`src/design/sdh_pkg.sv`:
```
// types and constants for the sd spi host controller
// no dependencies
`timescale 1ns / 1ps
package sdh_pkg;
   typedef enum logic [3:0] {
      PH_IDLE, PH_DUMMY, PH_READY, PH_FRAME, PH_STUFF, PH_RESP, PH_OCR, PH_TOKEN,
      PH_RDATA, PH_RCRC, PH_WREADY, PH_WTOKEN, PH_WREQ, PH_WDATA, PH_WCRC, PH_WRESP
   } phase_type;
   typedef enum logic [3:0] {
      AT_CMD0, AT_CMD8, AT_A41V2, AT_CMD58, AT_A41V1F, AT_A41V1, AT_CMD16,
      AT_RD, AT_STOP, AT_A23, AT_WR
   } resume_type;
   localparam logic [2:0] CMD_INIT = 3'd0;
   localparam logic [2:0] CMD_READ = 3'd1;
   localparam logic [2:0] CMD_WRITE = 3'd2;
   localparam logic [2:0] CMD_CARD = 3'd3;
   localparam logic [2:0] CMD_WBYTE = 3'd4;
   localparam logic [2:0] CMD_TICK = 3'd5;
   localparam logic [1:0] ST_OK = 2'd0;
   localparam logic [1:0] ST_TIMEOUT = 2'd1;
   localparam logic [1:0] ST_REJECT = 2'd2;
   localparam logic [1:0] ST_BAD = 2'd3;
   localparam logic [1:0] CSR_TRIES = 2'd0;
   localparam logic [1:0] CSR_INIT_TO = 2'd1;
   localparam logic [1:0] CSR_READY_TO = 2'd2;
   localparam logic [1:0] CSR_TOKEN_TO = 2'd3;
   localparam logic [7:0] TOK_SINGLE = 8'hFE;
   localparam logic [7:0] TOK_MULTI = 8'hFC;
   localparam logic [7:0] TOK_STOP = 8'hFD;
   typedef struct packed {
      logic [7:0] tries;
      logic [15:0] init_to;
      logic [15:0] ready_to;
      logic [15:0] token_to;
   } cfg_type;
   typedef struct packed {
      logic send_valid;
      logic [7:0] send_byte;
      logic cs;
      logic slow;
      logic read_valid;
      logic [7:0] read_byte;
      logic write_request;
      logic done;
      logic [1:0] status;
      logic [7:0] blocks_left;
      logic [1:0] card_type;
   } result_type;
endpackage

```
`src/design/sdh_csr.sv`:
```
// configuration registers of the sd spi host controller
// depends on sdh_pkg
`timescale 1ns / 1ps
module sdh_csr (
   input  logic clock,
   input  logic reset,
   input  logic csr_valid,
   input  logic [1:0] csr_index,
   input  logic [15:0] csr_data,
   output sdh_pkg::cfg_type cfg
);
   import sdh_pkg::*;
   cfg_type cfg_ff, cfg_in;
   always_comb begin
      cfg_in = cfg_ff;
      if (csr_valid) begin
         case (csr_index)
            CSR_TRIES: cfg_in.tries = csr_data[7:0];
            CSR_INIT_TO: cfg_in.init_to = csr_data;
            CSR_READY_TO: cfg_in.ready_to = csr_data;
            CSR_TOKEN_TO: cfg_in.token_to = csr_data;
            default: cfg_in = cfg_ff;
         endcase
      end
   end
   always_ff @(posedge clock) begin
      if (reset) begin
         cfg_ff <= '{tries: 8'd10, init_to: 16'd1000, ready_to: 16'd500, token_to: 16'd100};
      end else begin
         cfg_ff <= cfg_in;
      end
   end
   assign cfg = cfg_ff;
endmodule

```
`src/design/sdh_engine.sv`:
```
// protocol sequencer: one word in, next state and one result out
// depends on sdh_pkg
`timescale 1ns / 1ps
module sdh_engine (
   input  logic clock,
   input  logic reset,
   input  logic step,
   input  logic [2:0] command,
   input  logic [31:0] sector,
   input  logic [7:0] block_count,
   input  logic [7:0] card_byte,
   input  logic [7:0] write_byte,
   input  sdh_pkg::cfg_type cfg,
   output sdh_pkg::result_type res
);
   import sdh_pkg::*;
   phase_type phase_ff, phase_in;
   resume_type resume_ff, resume_in;
   logic [1:0] type_ff, type_in;
   logic [9:0] cnt_ff, cnt_in;
   logic [7:0] tries_ff, tries_in;
   logic [15:0] to_ff, to_in, init_ff, init_in;
   logic [5:0] idx_ff, idx_in;
   logic [31:0] arg_ff, arg_in, ocr_ff, ocr_in, addr_ff, addr_in;
   logic [7:0] blocks_ff, blocks_in, tok_ff, tok_in;
   logic app_ff, app_in, multi_ff, multi_in, cs_ff, cs_in, slow_ff, slow_in;
   logic job_init_ff, job_init_in;
   logic [1:0] fail_ff, fail_in;
   result_type r;

   function automatic logic [1:0] rcode(input logic [7:0] v);
      rcode = v[7] ? ST_TIMEOUT : ST_REJECT;
   endfunction

   always_comb begin
      logic [7:0] rv;
      logic [5:0] fi;
      logic [31:0] fa;
      logic [1:0] fc;
      logic do_deliver, do_finish, do_issue, do_wblk, do_wfail, do_readend, do_token;
      logic do_ifail, do_v1, do_v2, iss_app;
      logic [5:0] iss_idx;
      logic [31:0] iss_arg;
      resume_type iss_at;
      logic [7:0] wtok;
      logic [1:0] ifail_c, wfail_c;
      logic [9:0] cn;
      logic [31:0] ocr_n;
      phase_in = phase_ff; resume_in = resume_ff; type_in = type_ff; cnt_in = cnt_ff;
      tries_in = tries_ff; to_in = to_ff; init_in = init_ff; idx_in = idx_ff;
      arg_in = arg_ff; ocr_in = ocr_ff; addr_in = addr_ff; blocks_in = blocks_ff;
      tok_in = tok_ff; app_in = app_ff; multi_in = multi_ff; cs_in = cs_ff;
      slow_in = slow_ff; job_init_in = job_init_ff; fail_in = fail_ff;
      r = '0;
      rv = 8'hFF; do_deliver = 1'b0; do_finish = 1'b0; do_issue = 1'b0;
      do_wblk = 1'b0; do_wfail = 1'b0; do_readend = 1'b0; do_token = 1'b0;
      do_ifail = 1'b0; do_v1 = 1'b0; do_v2 = 1'b0; iss_app = 1'b0;
      iss_idx = '0; iss_arg = '0; iss_at = AT_CMD0; wtok = TOK_SINGLE;
      ifail_c = ST_OK; wfail_c = ST_OK;
      cn = cnt_ff + 10'd1;
      ocr_n = {ocr_ff[23:0], card_byte};
      // command frame byte for the current counter
      fi = app_ff ? 6'd55 : idx_ff;
      fa = app_ff ? 32'd0 : arg_ff;
      case (cnt_ff[2:0])
         3'd0: fc = 2'd0;
         default: fc = 2'd0;
      endcase
      case (command)
         CMD_INIT: begin
            if (phase_ff == PH_IDLE) begin
               job_init_in = 1'b1; fail_in = ST_OK; type_in = 2'd0; slow_in = 1'b1;
               cs_in = 1'b0; cnt_in = '0; phase_in = PH_DUMMY;
               r.send_valid = 1'b1; r.send_byte = 8'hFF;
            end
         end
         CMD_READ, CMD_WRITE: begin
            if (phase_ff == PH_IDLE) begin
               job_init_in = 1'b0; fail_in = ST_OK; blocks_in = block_count;
               if (block_count == 8'd0) begin
                  do_finish = 1'b1;
               end else begin
                  multi_in = block_count != 8'd1;
                  addr_in = (type_ff == 2'd3) ? sector : {sector[22:0], 9'd0};
                  do_issue = 1'b1; iss_arg = addr_in;
                  if (command == CMD_READ) begin
                     iss_idx = multi_in ? 6'd18 : 6'd17; iss_at = AT_RD;
                  end else if (!multi_in) begin
                     iss_idx = 6'd24; iss_at = AT_WR;
                  end else if (type_ff != 2'd0) begin
                     iss_idx = 6'd23; iss_arg = {24'd0, block_count}; iss_app = 1'b1;
                     iss_at = AT_A23;
                  end else begin
                     iss_idx = 6'd25; iss_at = AT_WR;
                  end
               end
            end
         end
         CMD_CARD: begin
            case (phase_ff)
               PH_DUMMY: begin
                  cnt_in = cn;
                  if (cn < 10'd10) begin
                     r.send_valid = 1'b1; r.send_byte = 8'hFF;
                  end else begin
                     do_issue = 1'b1; iss_idx = 6'd0; iss_at = AT_CMD0;
                  end
               end
               PH_READY: begin
                  if (card_byte == 8'hFF) begin
                     phase_in = PH_FRAME; cnt_in = '0;
                     r.send_valid = 1'b1; r.send_byte = {2'b01, fi};
                  end else if (to_ff == 16'd0) begin
                     cs_in = 1'b0; do_deliver = 1'b1; rv = 8'hFF;
                  end else begin
                     r.send_valid = 1'b1; r.send_byte = 8'hFF;
                  end
               end
               PH_FRAME: begin
                  cnt_in = cn;
                  r.send_valid = 1'b1;
                  if (cn < 10'd6) begin
                     case (cn[2:0])
                        3'd1: r.send_byte = fa[31:24];
                        3'd2: r.send_byte = fa[23:16];
                        3'd3: r.send_byte = fa[15:8];
                        3'd4: r.send_byte = fa[7:0];
                        default: r.send_byte = (fi == 6'd0) ? 8'h95 :
                                               (fi == 6'd8) ? 8'h87 : 8'h01;
                     endcase
                  end else begin
                     tries_in = (cfg.tries != 8'd0) ? cfg.tries : 8'd1;
                     phase_in = (!app_ff && idx_ff == 6'd12) ? PH_STUFF : PH_RESP;
                     r.send_byte = 8'hFF;
                  end
               end
               PH_STUFF: begin
                  phase_in = PH_RESP; r.send_valid = 1'b1; r.send_byte = 8'hFF;
               end
               PH_RESP: begin
                  if (card_byte[7] && tries_ff > 8'd1) begin
                     tries_in = tries_ff - 8'd1; r.send_valid = 1'b1; r.send_byte = 8'hFF;
                  end else begin
                     do_deliver = 1'b1; rv = card_byte;
                  end
               end
               PH_OCR: begin
                  ocr_in = ocr_n; cnt_in = cn;
                  if (cn < 10'd4) begin
                     r.send_valid = 1'b1; r.send_byte = 8'hFF;
                  end else if (resume_ff == AT_CMD8) begin
                     if (ocr_n[15:8] == 8'h01 && ocr_n[7:0] == 8'hAA) do_v2 = 1'b1;
                     else begin
                        do_ifail = 1'b1; ifail_c = ST_REJECT;
                     end
                  end else begin
                     type_in = ocr_n[30] ? 2'd3 : 2'd2; do_finish = 1'b1;
                  end
               end
               PH_TOKEN: begin
                  if (card_byte == 8'hFF && to_ff != 16'd0) begin
                     r.send_valid = 1'b1; r.send_byte = 8'hFF;
                  end else if (card_byte == TOK_SINGLE) begin
                     phase_in = PH_RDATA; cnt_in = '0;
                     r.send_valid = 1'b1; r.send_byte = 8'hFF;
                  end else begin
                     if (fail_ff == ST_OK)
                        fail_in = (card_byte == 8'hFF) ? ST_TIMEOUT : ST_BAD;
                     do_readend = 1'b1;
                  end
               end
               PH_RDATA: begin
                  r.read_valid = 1'b1; r.read_byte = card_byte;
                  cnt_in = cn;
                  if (cn[9]) begin
                     phase_in = PH_RCRC; cnt_in = '0;
                  end
                  r.send_valid = 1'b1; r.send_byte = 8'hFF;
               end
               PH_RCRC: begin
                  cnt_in = cn;
                  if (cn < 10'd2) begin
                     r.send_valid = 1'b1; r.send_byte = 8'hFF;
                  end else begin
                     blocks_in = blocks_ff - 8'd1;
                     if (multi_ff && blocks_in != 8'd0) do_token = 1'b1;
                     else do_readend = 1'b1;
                  end
               end
               PH_WREADY: begin
                  if (card_byte == 8'hFF) begin
                     phase_in = PH_WTOKEN; r.send_valid = 1'b1; r.send_byte = tok_ff;
                  end else if (to_ff == 16'd0) begin
                     do_wfail = 1'b1; wfail_c = ST_TIMEOUT;
                  end else begin
                     r.send_valid = 1'b1; r.send_byte = 8'hFF;
                  end
               end
               PH_WTOKEN: begin
                  if (tok_ff == TOK_STOP) do_finish = 1'b1;
                  else begin
                     cnt_in = '0; phase_in = PH_WREQ; r.write_request = 1'b1;
                  end
               end
               PH_WDATA: begin
                  cnt_in = cn;
                  if (!cn[9]) begin
                     phase_in = PH_WREQ; r.write_request = 1'b1;
                  end else begin
                     phase_in = PH_WCRC; cnt_in = '0;
                     r.send_valid = 1'b1; r.send_byte = 8'hFF;
                  end
               end
               PH_WCRC: begin
                  cnt_in = cn;
                  if (cn >= 10'd2) phase_in = PH_WRESP;
                  r.send_valid = 1'b1; r.send_byte = 8'hFF;
               end
               PH_WRESP: begin
                  if (card_byte[4:0] == 5'h05) begin
                     if (tok_ff == TOK_SINGLE) begin
                        blocks_in = '0; do_finish = 1'b1;
                     end else begin
                        blocks_in = blocks_ff - 8'd1; do_wblk = 1'b1;
                        wtok = (blocks_in != 8'd0) ? TOK_MULTI : TOK_STOP;
                     end
                  end else begin
                     do_wfail = 1'b1; wfail_c = ST_BAD;
                  end
               end
               default: ;
            endcase
         end
         CMD_WBYTE: begin
            if (phase_ff == PH_WREQ) begin
               r.send_valid = 1'b1; r.send_byte = write_byte; phase_in = PH_WDATA;
            end
         end
         CMD_TICK: begin
            if (to_ff != 16'd0) to_in = to_ff - 16'd1;
            if (init_ff != 16'd0) init_in = init_ff - 16'd1;
         end
         default: ;
      endcase

      // response delivery, app prefix first
      if (do_deliver) begin
         app_in = 1'b0;
         if (app_ff && rv <= 8'd1) begin
            cs_in = 1'b1; to_in = cfg.ready_to; phase_in = PH_READY;
            r.send_valid = 1'b1; r.send_byte = 8'hFF;
         end else begin
            case (resume_ff)
               AT_CMD0: begin
                  if (rv == 8'd1) begin
                     init_in = cfg.init_to; do_issue = 1'b1; iss_idx = 6'd8;
                     iss_arg = 32'h1AA; iss_at = AT_CMD8;
                  end else begin
                     do_ifail = 1'b1; ifail_c = rcode(rv);
                  end
               end
               AT_CMD8: begin
                  if (rv == 8'd1) begin
                     phase_in = PH_OCR; cnt_in = '0; ocr_in = '0;
                     r.send_valid = 1'b1; r.send_byte = 8'hFF;
                  end else begin
                     do_issue = 1'b1; iss_idx = 6'd41; iss_app = 1'b1; iss_at = AT_A41V1F;
                  end
               end
               AT_A41V2: begin
                  if (rv != 8'd0) do_v2 = 1'b1;
                  else if (init_ff == 16'd0) begin
                     do_ifail = 1'b1; ifail_c = ST_TIMEOUT;
                  end else begin
                     do_issue = 1'b1; iss_idx = 6'd58; iss_at = AT_CMD58;
                  end
               end
               AT_CMD58: begin
                  if (rv == 8'd0) begin
                     phase_in = PH_OCR; cnt_in = '0; ocr_in = '0;
                     r.send_valid = 1'b1; r.send_byte = 8'hFF;
                  end else begin
                     do_ifail = 1'b1; ifail_c = rcode(rv);
                  end
               end
               AT_A41V1F: begin
                  if (rv <= 8'd1) begin
                     type_in = 2'd1; do_v1 = 1'b1;
                  end else begin
                     do_ifail = 1'b1; ifail_c = rcode(rv);
                  end
               end
               AT_A41V1: begin
                  if (rv != 8'd0) do_v1 = 1'b1;
                  else if (init_ff == 16'd0) begin
                     do_ifail = 1'b1; ifail_c = ST_TIMEOUT;
                  end else begin
                     do_issue = 1'b1; iss_idx = 6'd16; iss_arg = 32'd512; iss_at = AT_CMD16;
                  end
               end
               AT_CMD16: begin
                  if (rv != 8'd0) begin
                     do_ifail = 1'b1; ifail_c = rcode(rv);
                  end else do_finish = 1'b1;
               end
               AT_RD: begin
                  if (rv != 8'd0) begin
                     if (fail_ff == ST_OK) fail_in = rcode(rv);
                     do_finish = 1'b1;
                  end else do_token = 1'b1;
               end
               AT_A23: begin
                  do_issue = 1'b1; iss_idx = 6'd25; iss_arg = addr_ff; iss_at = AT_WR;
               end
               AT_WR: begin
                  if (rv != 8'd0) begin
                     if (fail_ff == ST_OK) fail_in = rcode(rv);
                     do_finish = 1'b1;
                  end else begin
                     do_wblk = 1'b1; wtok = multi_ff ? TOK_MULTI : TOK_SINGLE;
                  end
               end
               default: do_finish = 1'b1;
            endcase
         end
      end

      // init loop steps check the init timer first
      if (do_v2 || do_v1) begin
         if (init_ff == 16'd0) begin
            do_ifail = 1'b1; ifail_c = ST_TIMEOUT;
         end else begin
            do_issue = 1'b1; iss_idx = 6'd41; iss_app = 1'b1;
            iss_arg = do_v2 ? 32'h4000_0000 : 32'd0;
            iss_at = do_v2 ? AT_A41V2 : AT_A41V1;
         end
      end
      if (do_readend) begin
         if (multi_ff) begin
            do_issue = 1'b1; iss_idx = 6'd12; iss_arg = '0; iss_at = AT_STOP;
         end else do_finish = 1'b1;
      end
      if (do_wfail) begin
         if (fail_ff == ST_OK) fail_in = wfail_c;
         if (tok_ff == TOK_SINGLE) do_finish = 1'b1;
         else if (tok_ff == TOK_MULTI) begin
            do_wblk = 1'b1; wtok = TOK_STOP;
         end else begin
            blocks_in = 8'd1; do_finish = 1'b1;
         end
      end
      if (do_ifail) begin
         if (fail_ff == ST_OK) fail_in = ifail_c;
         type_in = 2'd0; do_finish = 1'b1;
      end
      if (do_token) begin
         to_in = cfg.token_to; phase_in = PH_TOKEN;
         r.send_valid = 1'b1; r.send_byte = 8'hFF;
      end
      if (do_wblk) begin
         tok_in = wtok; to_in = cfg.ready_to; phase_in = PH_WREADY;
         r.send_valid = 1'b1; r.send_byte = 8'hFF;
      end
      if (do_issue) begin
         idx_in = iss_idx; arg_in = iss_arg; app_in = iss_app; resume_in = iss_at;
         cs_in = 1'b1; to_in = cfg.ready_to; phase_in = PH_READY;
         r.send_valid = 1'b1; r.send_byte = 8'hFF;
      end
      if (do_finish) begin
         cs_in = 1'b0; phase_in = PH_IDLE; r.done = 1'b1;
         if (job_init_in) begin
            slow_in = 1'b0;
            r.status = (type_in != 2'd0) ? ST_OK : ((fail_in != ST_OK) ? fail_in : ST_REJECT);
            r.blocks_left = '0;
         end else begin
            r.status = (blocks_in == 8'd0) ? ST_OK :
                       ((fail_in != ST_OK) ? fail_in : ST_REJECT);
            r.blocks_left = blocks_in;
         end
      end
      r.cs = cs_in; r.slow = slow_in; r.card_type = type_in;
      r.send_byte = r.send_byte | {6'd0, fc};
   end

   always_ff @(posedge clock) begin
      if (reset) begin
         phase_ff <= PH_IDLE; resume_ff <= AT_CMD0; type_ff <= '0; cnt_ff <= '0;
         tries_ff <= '0; to_ff <= '0; init_ff <= '0; idx_ff <= '0; arg_ff <= '0;
         ocr_ff <= '0; addr_ff <= '0; blocks_ff <= '0; tok_ff <= '0; app_ff <= 1'b0;
         multi_ff <= 1'b0; cs_ff <= 1'b0; slow_ff <= 1'b1; job_init_ff <= 1'b1;
         fail_ff <= ST_OK;
      end else if (step) begin
         phase_ff <= phase_in; resume_ff <= resume_in; type_ff <= type_in;
         cnt_ff <= cnt_in; tries_ff <= tries_in; to_ff <= to_in; init_ff <= init_in;
         idx_ff <= idx_in; arg_ff <= arg_in; ocr_ff <= ocr_in; addr_ff <= addr_in;
         blocks_ff <= blocks_in; tok_ff <= tok_in; app_ff <= app_in;
         multi_ff <= multi_in; cs_ff <= cs_in; slow_ff <= slow_in;
         job_init_ff <= job_init_in; fail_ff <= fail_in;
      end
   end
   assign res = r;
endmodule

```
`src/design/sd_spi_host_controller.sv`:
```
// Each request word (init, read, write, card byte, write byte, tick) is taken when
// req_valid and req_ready are high; its result word is registered in the two-entry
// output buffer (out_ff, or skid_ff while stalled). Words stream back to back at
// one per cycle while rsp_ready is high; req_ready depends only on buffer occupancy.
// Configuration writes should be made only while the block is idle.
// top level, depends on sdh_pkg, sdh_csr and sdh_engine
`timescale 1ns / 1ps
module sd_spi_host_controller (
   input  logic clock,
   input  logic reset,
   input  logic req_valid,
   output logic req_ready,
   input  logic [2:0] req_command,
   input  logic [31:0] req_sector,
   input  logic [7:0] req_block_count,
   input  logic [7:0] req_card_byte,
   input  logic [7:0] req_write_byte,
   input  logic csr_valid,
   output logic csr_ready,
   input  logic [1:0] csr_index,
   input  logic [15:0] csr_data,
   output logic rsp_valid,
   input  logic rsp_ready,
   output logic rsp_spi_send_valid,
   output logic [7:0] rsp_spi_send_byte,
   output logic rsp_chip_select,
   output logic rsp_spi_slow,
   output logic rsp_read_valid,
   output logic [7:0] rsp_read_byte,
   output logic rsp_write_request,
   output logic rsp_done_res,
   output logic [1:0] rsp_status,
   output logic [7:0] rsp_blocks_left,
   output logic [1:0] rsp_card_type
);
   import sdh_pkg::*;
   cfg_type cfg;
   result_type eng_res, out_ff, out_in, skid_ff, skid_in;
   logic ov_ff, ov_in, sv_ff, sv_in, step;

   assign csr_ready = 1'b1;
   assign req_ready = !sv_ff;
   assign step = req_valid && req_ready;

   sdh_csr u_csr (.clock, .reset, .csr_valid, .csr_index, .csr_data, .cfg);
   sdh_engine u_eng (.clock, .reset, .step, .command(req_command), .sector(req_sector),
      .block_count(req_block_count), .card_byte(req_card_byte),
      .write_byte(req_write_byte), .cfg, .res(eng_res));

   always_comb begin
      ov_in = ov_ff; sv_in = sv_ff; out_in = out_ff; skid_in = skid_ff;
      if (!ov_ff || rsp_ready) begin
         if (sv_ff) begin
            out_in = skid_ff; ov_in = 1'b1; sv_in = 1'b0;
         end else begin
            out_in = eng_res; ov_in = step;
         end
      end else if (step) begin
         skid_in = eng_res; sv_in = 1'b1;
      end
   end
   always_ff @(posedge clock) begin
      if (reset) begin
         ov_ff <= 1'b0; sv_ff <= 1'b0;
      end else begin
         ov_ff <= ov_in; sv_ff <= sv_in;
      end
      out_ff <= out_in; skid_ff <= skid_in;
   end
   assign rsp_valid = ov_ff;
   assign rsp_spi_send_valid = out_ff.send_valid;
   assign rsp_spi_send_byte = out_ff.send_byte;
   assign rsp_chip_select = out_ff.cs;
   assign rsp_spi_slow = out_ff.slow;
   assign rsp_read_valid = out_ff.read_valid;
   assign rsp_read_byte = out_ff.read_byte;
   assign rsp_write_request = out_ff.write_request;
   assign rsp_done_res = out_ff.done;
   assign rsp_status = out_ff.status;
   assign rsp_blocks_left = out_ff.blocks_left;
   assign rsp_card_type = out_ff.card_type;
endmodule

```
`config.mk`:
```
export PLATFORM = sky130hd
export DESIGN_NAME = sd_spi_host_controller
export DESIGN_NICKNAME = d
export VERILOG_FILES = /design/src/design/sdh_pkg.sv /design/src/design/sdh_csr.sv /design/src/design/sdh_engine.sv /design/src/design/sd_spi_host_controller.sv
export SDC_FILE = /design/constraint.sdc
export NUM_CORES = 1
export LEC_CHECK = 0
export ABC_AREA = 1
export BUFFER_PORTS_ARGS = -buffer_cell sky130_fd_sc_hd__buf_2
export CORE_MARGIN = 8
export CORE_UTILIZATION = 40
export CTS_CLUSTER_DIAMETER = 30
export DETAILED_ROUTE_END_ITERATION = 16
export GPL_TIMING_DRIVEN = 0
export PLACE_DENSITY = 0.63
export SLEW_MARGIN = 25
export SYNTH_ARGS = -nofsm -noshare
export SYNTH_HDL_FRONTEND = slang
export SYNTH_SLANG_ARGS = --single-unit
```
`constraint.sdc`:
```
create_clock -name clock -period 3.3 [get_ports clock]
set_clock_uncertainty 0.2 [all_clocks]
set_input_delay 0 -clock clock [delete_from_list [all_inputs] [get_ports clock]]
set_output_delay 0 -clock clock [all_outputs]
set_load 0.005 [all_outputs]
```
# Yosys cells after proc, flatten, opt, wreduce, memory -nomap -nowiden
# Cells that the tools add are included.
[totals] regBits=311 latch_bits=0 ramBits=0 rom_bits=0 in_bits=82 output_inout_bits=37 elab_cells=525 n_memories=0
[op_classes] n_addsub=5 multipliers=0 div=0 magnitude_cmp=7 eq_ne=51 shift=0 muxes=361 bitwise_logic=2 reduce_logical=52
[ops] cell="2-to-1 mux 32 bit" count=23
[ops] cell="2-to-1 mux 8 bit" count=27
[ops] cell="2-to-1 mux 16 bit" count=13
[ops] cell="2-to-1 mux 9 bit" count=21
[ops] cell="2-to-1 mux 4 bit" count=36
[ops] cell="2-to-1 mux 1 bit" count=124
[ops] cell="2-to-1 mux 10 bit" count=11
[ops] cell="2-to-1 mux 6 bit" count=18
[ops] cell="2-to-1 mux 2 bit" count=50
[ops] cell="one-hot mux 32 bit (3 select lines)" count=1
[ops] cell="one-hot mux 9 bit (10 select lines)" count=1
[ops] cell="one-hot mux 32 bit (2 select lines)" count=1
[ops] cell="one-hot mux 10 bit (5 select lines)" count=1
[ops] cell="equality test 8 bit, second input constant" count=6
[ops] cell="one-hot mux 8 bit (2 select lines)" count=3
[ops] cell="equality test 4 bit, second input constant" count=10
[ops] cell="one-hot mux 10 bit (2 select lines)" count=2
[ops] cell="one-hot mux 4 bit (9 select lines)" count=1
[ops] cell="2-to-1 mux 34 bit" count=1
[ops] cell="equality test 4 x 3 -> 1 bit, second input constant" count=8
[ops] cell="zero test 16 bit" count=2
[ops] cell="one-hot mux 8 bit (4 select lines)" count=1
[ops] cell="nonzero test 16 bit" count=2
[ops] cell="subtractor 16 x 1 -> 16 bit, second input constant" count=2
[ops] cell="other kinds (54)" count=113

# Logic depth before layout (Yosys ltp)
# Gate-level depths: netlist (run 1).
[logic_depth] word_depth=22 depth_mapped=24 ltp_nobuf=23

# Cells and area by module
# Synthesis (run 1) repeated with hierarchy kept, for this count alone.
[hier_totals] hier_cells=2699 area_unflattened_um2=17564.3
[modules_own_cells] module="sdh_engine" instances=1 cells_each=2175 area_per_inst_um2=12673.4
[modules_own_cells] module="sd_spi_host_controller" instances=1 cells_each=193 area_per_inst_um2=2667.6
[modules_own_cells] module="sdh_csr" instances=1 cells_each=331 area_per_inst_um2=2223.4

# Worst setup path before layout (run 1)
# Ideal clock, no wire load.
[synth_path] kind="reg2reg" startpoint="register sv_ff" endpoint="register skid_ff[0] (netlist bit), enable pin" setup_ns=0.425 t_arrival_ns=2.640 required_ns=2.675 path_slack_ns=0.035 stages_incl_launch_ff=6 n_path_buf=2 cell_sequence="dfxtp_1 > nor2_1 > inv_1 > clkbuf_1 > clkbuf_1 > nor2_1"
[synth_via] elab_chain_len=3
[synth_rtl] item="from (decl)" line_no="sd_spi_host_controller.sv:39" text="logic ov_ff, ov_in, sv_ff, sv_in, step;"
[synth_rtl] item="from (signal assigned)" line_no="sd_spi_host_controller.sv:66" text="ov_ff <= ov_in; sv_ff <= sv_in;"
[synth_rtl] item="zero test 1 bit" line_no="sd_spi_host_controller.sv:42" text="assign req_ready = !sv_ff;"
[synth_rtl] item="logical AND 1 bit" line_no="sd_spi_host_controller.sv:43" text="assign step = req_valid && req_ready;"
[synth_rtl] item="AND reduction 2 bit (no line)"
[synth_rtl] item="to (signal assigned)" line_no="sd_spi_host_controller.sv:68" text="out_ff <= out_in; skid_ff <= skid_in;"
[synth_rtl] item="to (decl)" line_no="sd_spi_host_controller.sv:38" text="result_type eng_res, out_ff, out_in, skid_ff, skid_in;"
# No other way between the ends.
# A chain may end at the register's enable or synchronous reset.

# Worst setup path after layout (run 1)
[layout_path] startpoint="register u_eng.phase_ff[2]" endpoint="register u_eng.arg_ff[16]"
[layout_via] elab_chain_len=13
[layout_rtl] item="from (decl)" line_no="sdh_engine.sv:17" text="phase_type phase_ff, phase_in;"
[layout_rtl] item="from (signal assigned)" line_no="sdh_engine.sv:393" text="phase_ff <= phase_in; resume_ff <= resume_in; type_ff <= type_in;"
[layout_rtl] item="equality test 4 x 3 -> 1 bit, or another cell as far along" line_no="sdh_engine.sv:100" text="case (phase_ff)"
[layout_rtl] item="2-to-1 mux 8 bit, or another cell as far along"
[layout_rtl] item="2-to-1 mux 8 bit or one-hot mux 1 bit (2 select lines) (tied branches)" line_no="sdh_engine.sv:69" text="case (command)"
[layout_rtl] item="<= comparator 8 x 1 -> 1 bit, or another cell as far along" line_no="sdh_engine.sv:249, sdh_engine.sv:287"
[layout_rtl] item="2-to-1 mux 1 bit, on equally long branches"
[layout_rtl] item="one-hot mux 1 bit (2 select lines), or another cell as far along" line_no="sdh_engine.sv:253" text="case (resume_ff)"
[layout_rtl] item="2-to-1 mux 1 bit" line_no="sdh_engine.sv:249" text="if (app_ff && rv <= 8'd1) begin"
[layout_rtl] item="2-to-1 mux 1 bit" line_no="sdh_engine.sv:247" text="if (do_deliver) begin"
[layout_rtl] item="logical OR 1 bit or 2-to-1 mux 1 bit (tied branches)" line_no="sdh_engine.sv:329, sdh_engine.sv:330"
[layout_rtl] item="2-to-1 mux 1 bit" line_no="sdh_engine.sv:329" text="if (do_v2 || do_v1) begin"
[layout_rtl] item="2-to-1 mux 1 bit" line_no="sdh_engine.sv:339" text="if (multi_ff) begin"
[layout_rtl] item="2-to-1 mux 1 bit" line_no="sdh_engine.sv:338" text="if (do_readend) begin"
[layout_rtl] item="AND reduction 2 bit (no line)"
[layout_rtl] item="to (signal assigned)" line_no="sdh_engine.sv:395" text="idx_ff <= idx_in; arg_ff <= arg_in; ocr_ff <= ocr_in; addr_ff <= addr_in;"
[layout_rtl] item="to (decl)" line_no="sdh_engine.sv:24" text="logic [31:0] arg_ff, arg_in, ocr_ff, ocr_in, addr_ff, addr_in;"
# Several ways; a longest one is shown, not always the timed one.

==> metrics.txt, run 1 <==
Iteration-0 DRC Markers 1,644; Setup violations, final 0; Clock Latency Late Sink approximately 600 ps; DR DRC count 0; hold worst-path end u_csr.cfg[37]; final period utilization 97.9%; CTS tree yes; R2R depth 14; Final Core Density 52.6%; pwr dens roughly 550 mW/mm^2; status complete, no violations; via count approximately 19,000; grt ovf 0; CP endpoint kind register; P&R area growth vs syn 31.1%; Synth area leader dfxtp_1; top_reg_cell synth dfxtp_1; core footprint 0.0427 mm^2; CTS root buffer clkbuf_16; Hold Path Class primary input to register; Hold Startpoint csr_data[5]; Worst Path Max Fanout 10; relative slew slack between 20 and 30%; I/O pin cnt approximately 120; Top cell by count, worst path nor2_1; initial core utilization about two fifths; filler instances ~4,200; Req. time, crit path approximately 3600 ps; critical path buffer and inverter count 5; Fmax approximately 0.31 GHz; pin count of the biggest net entering global routing 38; slew at the pin closest to its max-slew limit about 1100 ps; cell family with most CP delay simple AND/OR/NAND/NOR gates; synth cell count leaders 624 x nand2_1, 273 x nor2_1, 272 x inv_1; final hold vios 0; Worst path slowest cell o21ai_0; post-synth cell types 68; initial antenna violation count 1; Reg2Reg Setup Slack about 70 ps; die area 0.0497 mm^2; crit path launch u_eng.phase_ff[2]; first-pass GRT wire length about 100 mm; total of max-cap violations 0; Synth Instances ~2,500; FP Rows between 70 and 80; Worst Path Arrival approximately 3600 ps; GP Congestion roughly 1; total wire length between 60 and 70 mm; CTS Buffer Depth 3; routed len/inst ~19 um; Clock Pin Slew Worst Setup and Hold Paths 50 ps; Total Routing Usage GR about 26%; Pleak around 9.7 nW; post-synth top area share 25.2%; Mapped Area 0.0171 mm^2; largest cells by area after synthesis dfxtp_1 25%, nand2_1 14%, edfxtp_1 12%; via density per instance 5.46; top-count cell post-synth nand2_1; Final nets slightly below 3,000; Hold Crit Depth 4; Seq/Total Area, Yosys between 30% and 40%; total power 0.0123 W; DIE WIDTH 223 um; RSZ-0062 raised after global routing true; Post-synth EDFFs between 60 and 70; number of nets with antenna violations after routing 0; Syn Nets 2,618; Yosys reg bits 284; Max rail drop VDD 0.478 mV; asr flop ratio synth 0%; max incr delay on CP 490 ps; vias in the first global route between 15,000 and 20,000; synthesized area per cell between 6 and 7 um^2; HPWL after detailed placement 49.3 mm; RR Endpoint u_eng.arg_ff[16]; CTS Buf Count 73; nature of the critical path startpoint register; synth warn 0; critical path class register to register; layout cell share with drive strength beyond 1 17.3%; port bufs 116; fin crit period about 3200 ps; # clock sinks approximately 280; H-tree levels 3; CP cell instances buf_4, nor2_1, inv_2, nor2_4, nand3_1, nor2_2, inv_1, nor2_1, buf_2, nand2_1, clkbuf_1, o21ai_0, nand2_2, a21oi_2; DRT Pass-1 Iters 5; Die Span Y 223 um; r2r startpoint u_eng.phase_ff[2]; Max Slew Vio Count 0
==> metrics by stage <==
stage               setup TNS (ps)  cell area [um^2]  hold WS (ps)  setup slack [ps]  instances
floorplan                        0             17100         -73.7              34.8       2525
global placement            -94140             18400          66.3             -1870       3187
detailed placement          -28880             18400          62.7              -583       3188
CTS                          -8.02             22000          2.87             -8.02       3434
global route                  -198             22500          28.0             -72.1       3459
finish                           0             22500          25.5              68.3       3459
==> routing by layer <==
| metal | up-vias | wire (um) | GRT usage (%) |
|---|---|---|---|
| li1 | 9084 | - | - |
| met1 | 8733 | 28400 | 33.5 |
| met2 | 852 | 30200 | 41.7 |
| met3 | 201 | 5040 | 4.87 |
| met4 | 0 | 2700 | 11.5 |
| met5 | - | 0 | 0 |
==> layout by cell type, fill, tap and decap left out, types with 8 or more instances in the layout <==
master and n:
xor2_1 16, nand3_2 8, o22ai_1 15, nor2_4 26, nand2_2 31, clkbuf_8 8
clkinvlp_4 8, nor2_2 27, nand2_4 10, a21oi_2 19, a31oi_1 9, inv_6 11
edfxtp_1 68, a21oi_1 185, a211oi_1 27, inv_2 23, clkbuf_1 81, ha_1 10
buf_2 127, clkbuf_16 74, o21ai_1 12, dfxtp_1 210, clkinv_2 14, inv_1 264
or2_2 12, nor3_1 32, o31ai_1 9, buf_4 36, nand4_1 40, o211ai_1 32
buf_6 9, nor2_1 247, nor4_1 12, dlygate4sd3_1 106, nand3_1 115, o21ai_0 255
nand2_1 608
==> how the worst max path moves through the flow <==
stage                           end  slack, ps  cells after the start
3_5_place_dp   rsp_spi_send_byte[3]       -580                     16
6_report           u_eng.arg_ff[16]         70                     14
2_1_floorplan            skid_ff[0]         30                      5
5_1_grt               rsp_status[0]        -70                     17
3_3_place_gp             skid_ff[3]      -1870                      5
4_1_cts        rsp_spi_send_byte[3]         -8                     16
==> sequential cells by signal, summed over array words and instances (netlist names), 3 cells and up <==
| register | cells |
|---|---|
| rsp_blocks_left | 8 |
| rsp_spi_send_byte | 8 |
| u_eng.idx_ff | 6 |
| u_eng.tries_ff | 8 |
| u_eng.addr_ff | 32 |
| u_eng.cnt_ff | 10 |
| u_eng.resume_ff | 4 |
| u_eng.tok_ff | 3 |
| u_eng.arg_ff | 32 |
| u_eng.phase_ff | 4 |
| u_csr.cfg | 56 |
| skid_ff | 34 |
| u_eng.to_ff | 16 |
| u_eng.ocr_ff | 10 |
| u_eng.blocks_ff | 8 |
| rsp_read_byte | 8 |
| u_eng.init_ff | 16 |
==> cell families after synthesis <==
family          count (synthesis)  share of synthesized area (%)
compound gates                603                           20.2
fa+ha+maj                      11                          0.804
xor+xnor                       21                           1.07
flops                         284                           37.2
mux                             1                         0.0584
buf+inv                       407                           9.76
simple gates                 1197                           30.9
other cells                     1                         0.0219
==> where the power goes <==
| part | total (W) | internal (W) | switching, W |
|---|---|---|---|
| Sequential | 0.00386 | 0.00375 | 0.000110 |
| Clock | 0.00690 | 0.00462 | 0.00228 |
| Combinational | 0.00156 | 0.000539 | 0.00102 |
| Total | 0.0123 | 0.00891 | 0.00341 |
==> worst reg2reg max path: cells and delay by family (launching register included) <==
family          cells  cell delay (ps)
flops               1              300
compound gates      2              610
buf+inv             5              860
simple gates        7             1210
==> final cells by class <==
cell class                      count  area [um^2]  area share [%]
Tap cell                          546          683            3.04
Sequential cell                   284         6380            28.4
Multi-Input combinational cell   1834         9380            41.8
Clock buffer                       94         2010            8.94
Timing Repair Buffer              253         1890            8.40
Inverter                          300         1160            5.16
Antenna cell                        1         2.50          0.0111
Clock inverter                     40          399            1.78
Buffer                            107          558            2.49
==> repair_timing <==
item / 4_1_cts / 5_1_grt
hold endpoints to repair: 218 / 0
pin swaps: 4 / 19
buffers inserted: 6 / 24
gates resized for setup: 29 / 94
hold buffers: 106 / 0
setup endpoints to repair: 133 / 191
Note: power is estimated with default switching activity, not from simulation.
==> run 2: changes to the inputs <==
--- a/config.mk
+++ b/config.mk
@@ -12,7 +12,7 @@
 export CTS_CLUSTER_DIAMETER = 30
 export DETAILED_ROUTE_END_ITERATION = 16
 export GPL_TIMING_DRIVEN = 0
-export PLACE_DENSITY = 0.63
+export PLACE_DENSITY = 0.61
 export SLEW_MARGIN = 25
 export SYNTH_ARGS = -nofsm -noshare
 export SYNTH_HDL_FRONTEND = slang
==> constraint.sdc (replaced) <==
create_clock -name clock -period 3.9 [get_ports clock]
set_clock_uncertainty 0.2 [all_clocks]
set_input_delay 0 -clock clock [delete_from_list [all_inputs] [get_ports clock]]
set_output_delay 0 -clock clock [all_outputs]
set_load 0.005 [all_outputs]
==> run 2 against run 1 <==
Sequential share of layout area rose by 0.96 points. Non-clock buffer count fell by 38. Via count fell by 1.9%. First-iteration DRC count rose by 8.3%. Global-route usage fell by 0.52 points. Critical path depth rose by 3. Highest routed layer unchanged.
==> metrics.txt, run 2 (synthesis gave the netlist of run 1 again) <==
status complete, no violations; clock power share a little under three fifths; number of nets with antenna violations after routing 0; Hold Path Class primary input to register; FP Rows 76; Worst Path Arrival around 3900 ps; critical path buffer and inverter count 2; relative slew slack around 28%; DR DRC count 0; multi-input logic area 0.00910 mm^2; P&R area growth vs syn 26.6%; Gate power share about an eighth; pin count of the biggest net entering global routing 38; I/O pin cnt roughly 120; Iteration-0 DRC Markers about 1,800; CTS tree yes; Die Span Y approximately 220 um; total of max-cap violations 0; H-tree levels 3; Final nets 2,902; most frequent cells in the layout 624 x nand2_1, 271 x inv_1, 269 x nor2_1; Pleak 9.33 nW; nature of the critical path startpoint register; pre-CTS worst setup slack around 110 ps; Reg power frac roughly a third; Max Slew Vio Count 0; filler-free cell count of the finished design 3,410; DIE WIDTH between 200 and 250 um; internal power approximately 0.0073 W; final worst setup slack approximately 180 ps; RSZ-0062 raised after global routing false; filler instances ~4,200; die area about 0.050 mm^2; final hold vios 0; commonest non-fill, non-tap cell in the layout nand2_1; placed cell count roughly 3,200; Max rail drop VDD ~0.38 mV; CP endpoint kind register; Clock Latency Late Sink 590 ps; Worst Path Max Fanout 10; final period utilization approximately 96%; CTS Buffer Depth 3; routed len/inst approximately 19 um; Sw Ratio a little over a quarter; first-pass GRT wire length between 90 and 100 mm; register area around 0.0064 mm^2; CP cell instances ha_1, nand2_2, nor2_2, nand2_1, nand2_1, nand2_1, nor2_1, nand3_1, nor2_1, o21ai_0, a21oi_4, nand3_4, inv_4, buf_6, nand4_2, nand2_1, nand2_1; CTS Buf Count 67; Setup violations, final 0; Total Routing Usage GR between 20 and 30%; Largest register FFs between 50 and 60; Clock Pin Slew Worst Setup and Hold Paths 60 ps; pwr dens roughly 460 mW/mm^2; GP Congestion a little over 1; via count 18,500; max incr delay on CP around 440 ps; Sw Pwr between 0.002 and 0.003 W; cell family with most CP delay simple AND/OR/NAND/NOR gates; core footprint roughly 0.043 mm^2; layout cell share with drive strength beyond 1 between 10% and 20%; grt ovf 0; slew at the pin closest to its max-slew limit approximately 1100 ps; port bufs 116; Req. time, crit path between 4000 and 5000 ps; Fmax ~0.27 GHz; total wire length 64.8 mm; CTS root buffer clkbuf_16; critical path class register to register; vias in the first global route about 18,000; Top cell by count, worst path nand2_1; Worst path slowest cell dfxtp_2; via density per instance ~5.4; # clock sinks between 200 and 300; fin crit period about 3700 ps; initial core utilization 40.1%; DRT Pass-1 Iters 6; initial antenna violation count 2; HPWL after detailed placement between 40 and 50 mm
[run 2: per-stage QoR]
stage / setup TNS [ps] / hold WS [ps] / total power (W) / area [um^2] / util (%)
6_report: 0 / 19.4 / 0.0101 / 21700 / 50.8
3_3_place_gp: -38930 / 70.8 / 0.00443 / 18400 / 43.1
2_1_floorplan: 0 / -73.7 / 0.00403 / 17100 / -
4_1_cts: 0 / 9.32 / 0.0101 / 21600 / 50.7
5_1_grt: 0 / 45.1 / 0.0104 / 21700 / 50.8
3_5_place_dp: 0 / 67.1 / 0.00445 / 18400 / 43.1
[run 2: final cells by class]
class / count / share of cell area [%]
multi-input combinational: 1834 / 42.0
sequential: 284 / 29.4
clock buffer: 83 / 8.47
timing repair buffer: 215 / 7.26
inverter: 300 / 5.29
tap: 546 / 3.15
buffer: 107 / 2.44
clock inverter: 38 / 1.97
antenna: 3 / 0.0346
[run 2: worst reg2reg max path: cells and delay by family, from the launching register on]
family | cells | cell delay, ps
compound gates | 2 | 560
flops | 1 | 440
simple gates | 12 | 1640
buf+inv | 2 | 370
fa+ha+maj | 1 | 270
[run 2: final timing paths]
| kind | from | endpoint | slack (ps) | cells after the start |
|---|---|---|---|---|
| max | u_eng.cnt_ff[0] | rsp_spi_send_valid | 180 | 17 |
| min | rsp_ready | rsp_blocks_left[0] | 20 | 3 |
| max reg2reg | u_eng.cnt_ff[0] | rsp_spi_send_valid | 180 | 17 |
| min reg2reg | u_eng.addr_ff[30] | u_eng.addr_ff[30] | 250 | 2 |
[run 2: timing repair]
item | 4_1_cts | 5_1_grt
setup endpoints to repair | 0 | 32
resized for setup | 0 | 5
hold buffers | 95 | 0
buffers inserted | 0 | 3
endpoints found under the hold margin | 180 | 0
[run 2: power by group through the flow]
stage / registers, W / clock network (W) / logic, W
finish: 0.00326 / 0.00555 / 0.00125
global route: 0.00327 / 0.00577 / 0.00137
CTS: 0.00325 / 0.00563 / 0.00122
detailed placement: 0.00331 / 0 / 0.00114
global placement: 0.00330 / 0 / 0.00113
floorplan: 0.00329 / 0 / 0.000739
[run 2: metal layers]
| layer | share of wire [%] | up-vias | routed length [um] | track usage (%) |
|---|---|---|---|---|
| met1 | 43 | 8538 | 28000 | 32.6 |
| met3 | 7.9 | 173 | 5090 | 5.29 |
| met4 | 4.3 | 0 | 2800 | 12.3 |
| li1 | - | 8998 | - | - |
| met5 | 0 | - | 0 | 0 |
| met2 | 45 | 800 | 28900 | 40.3 |
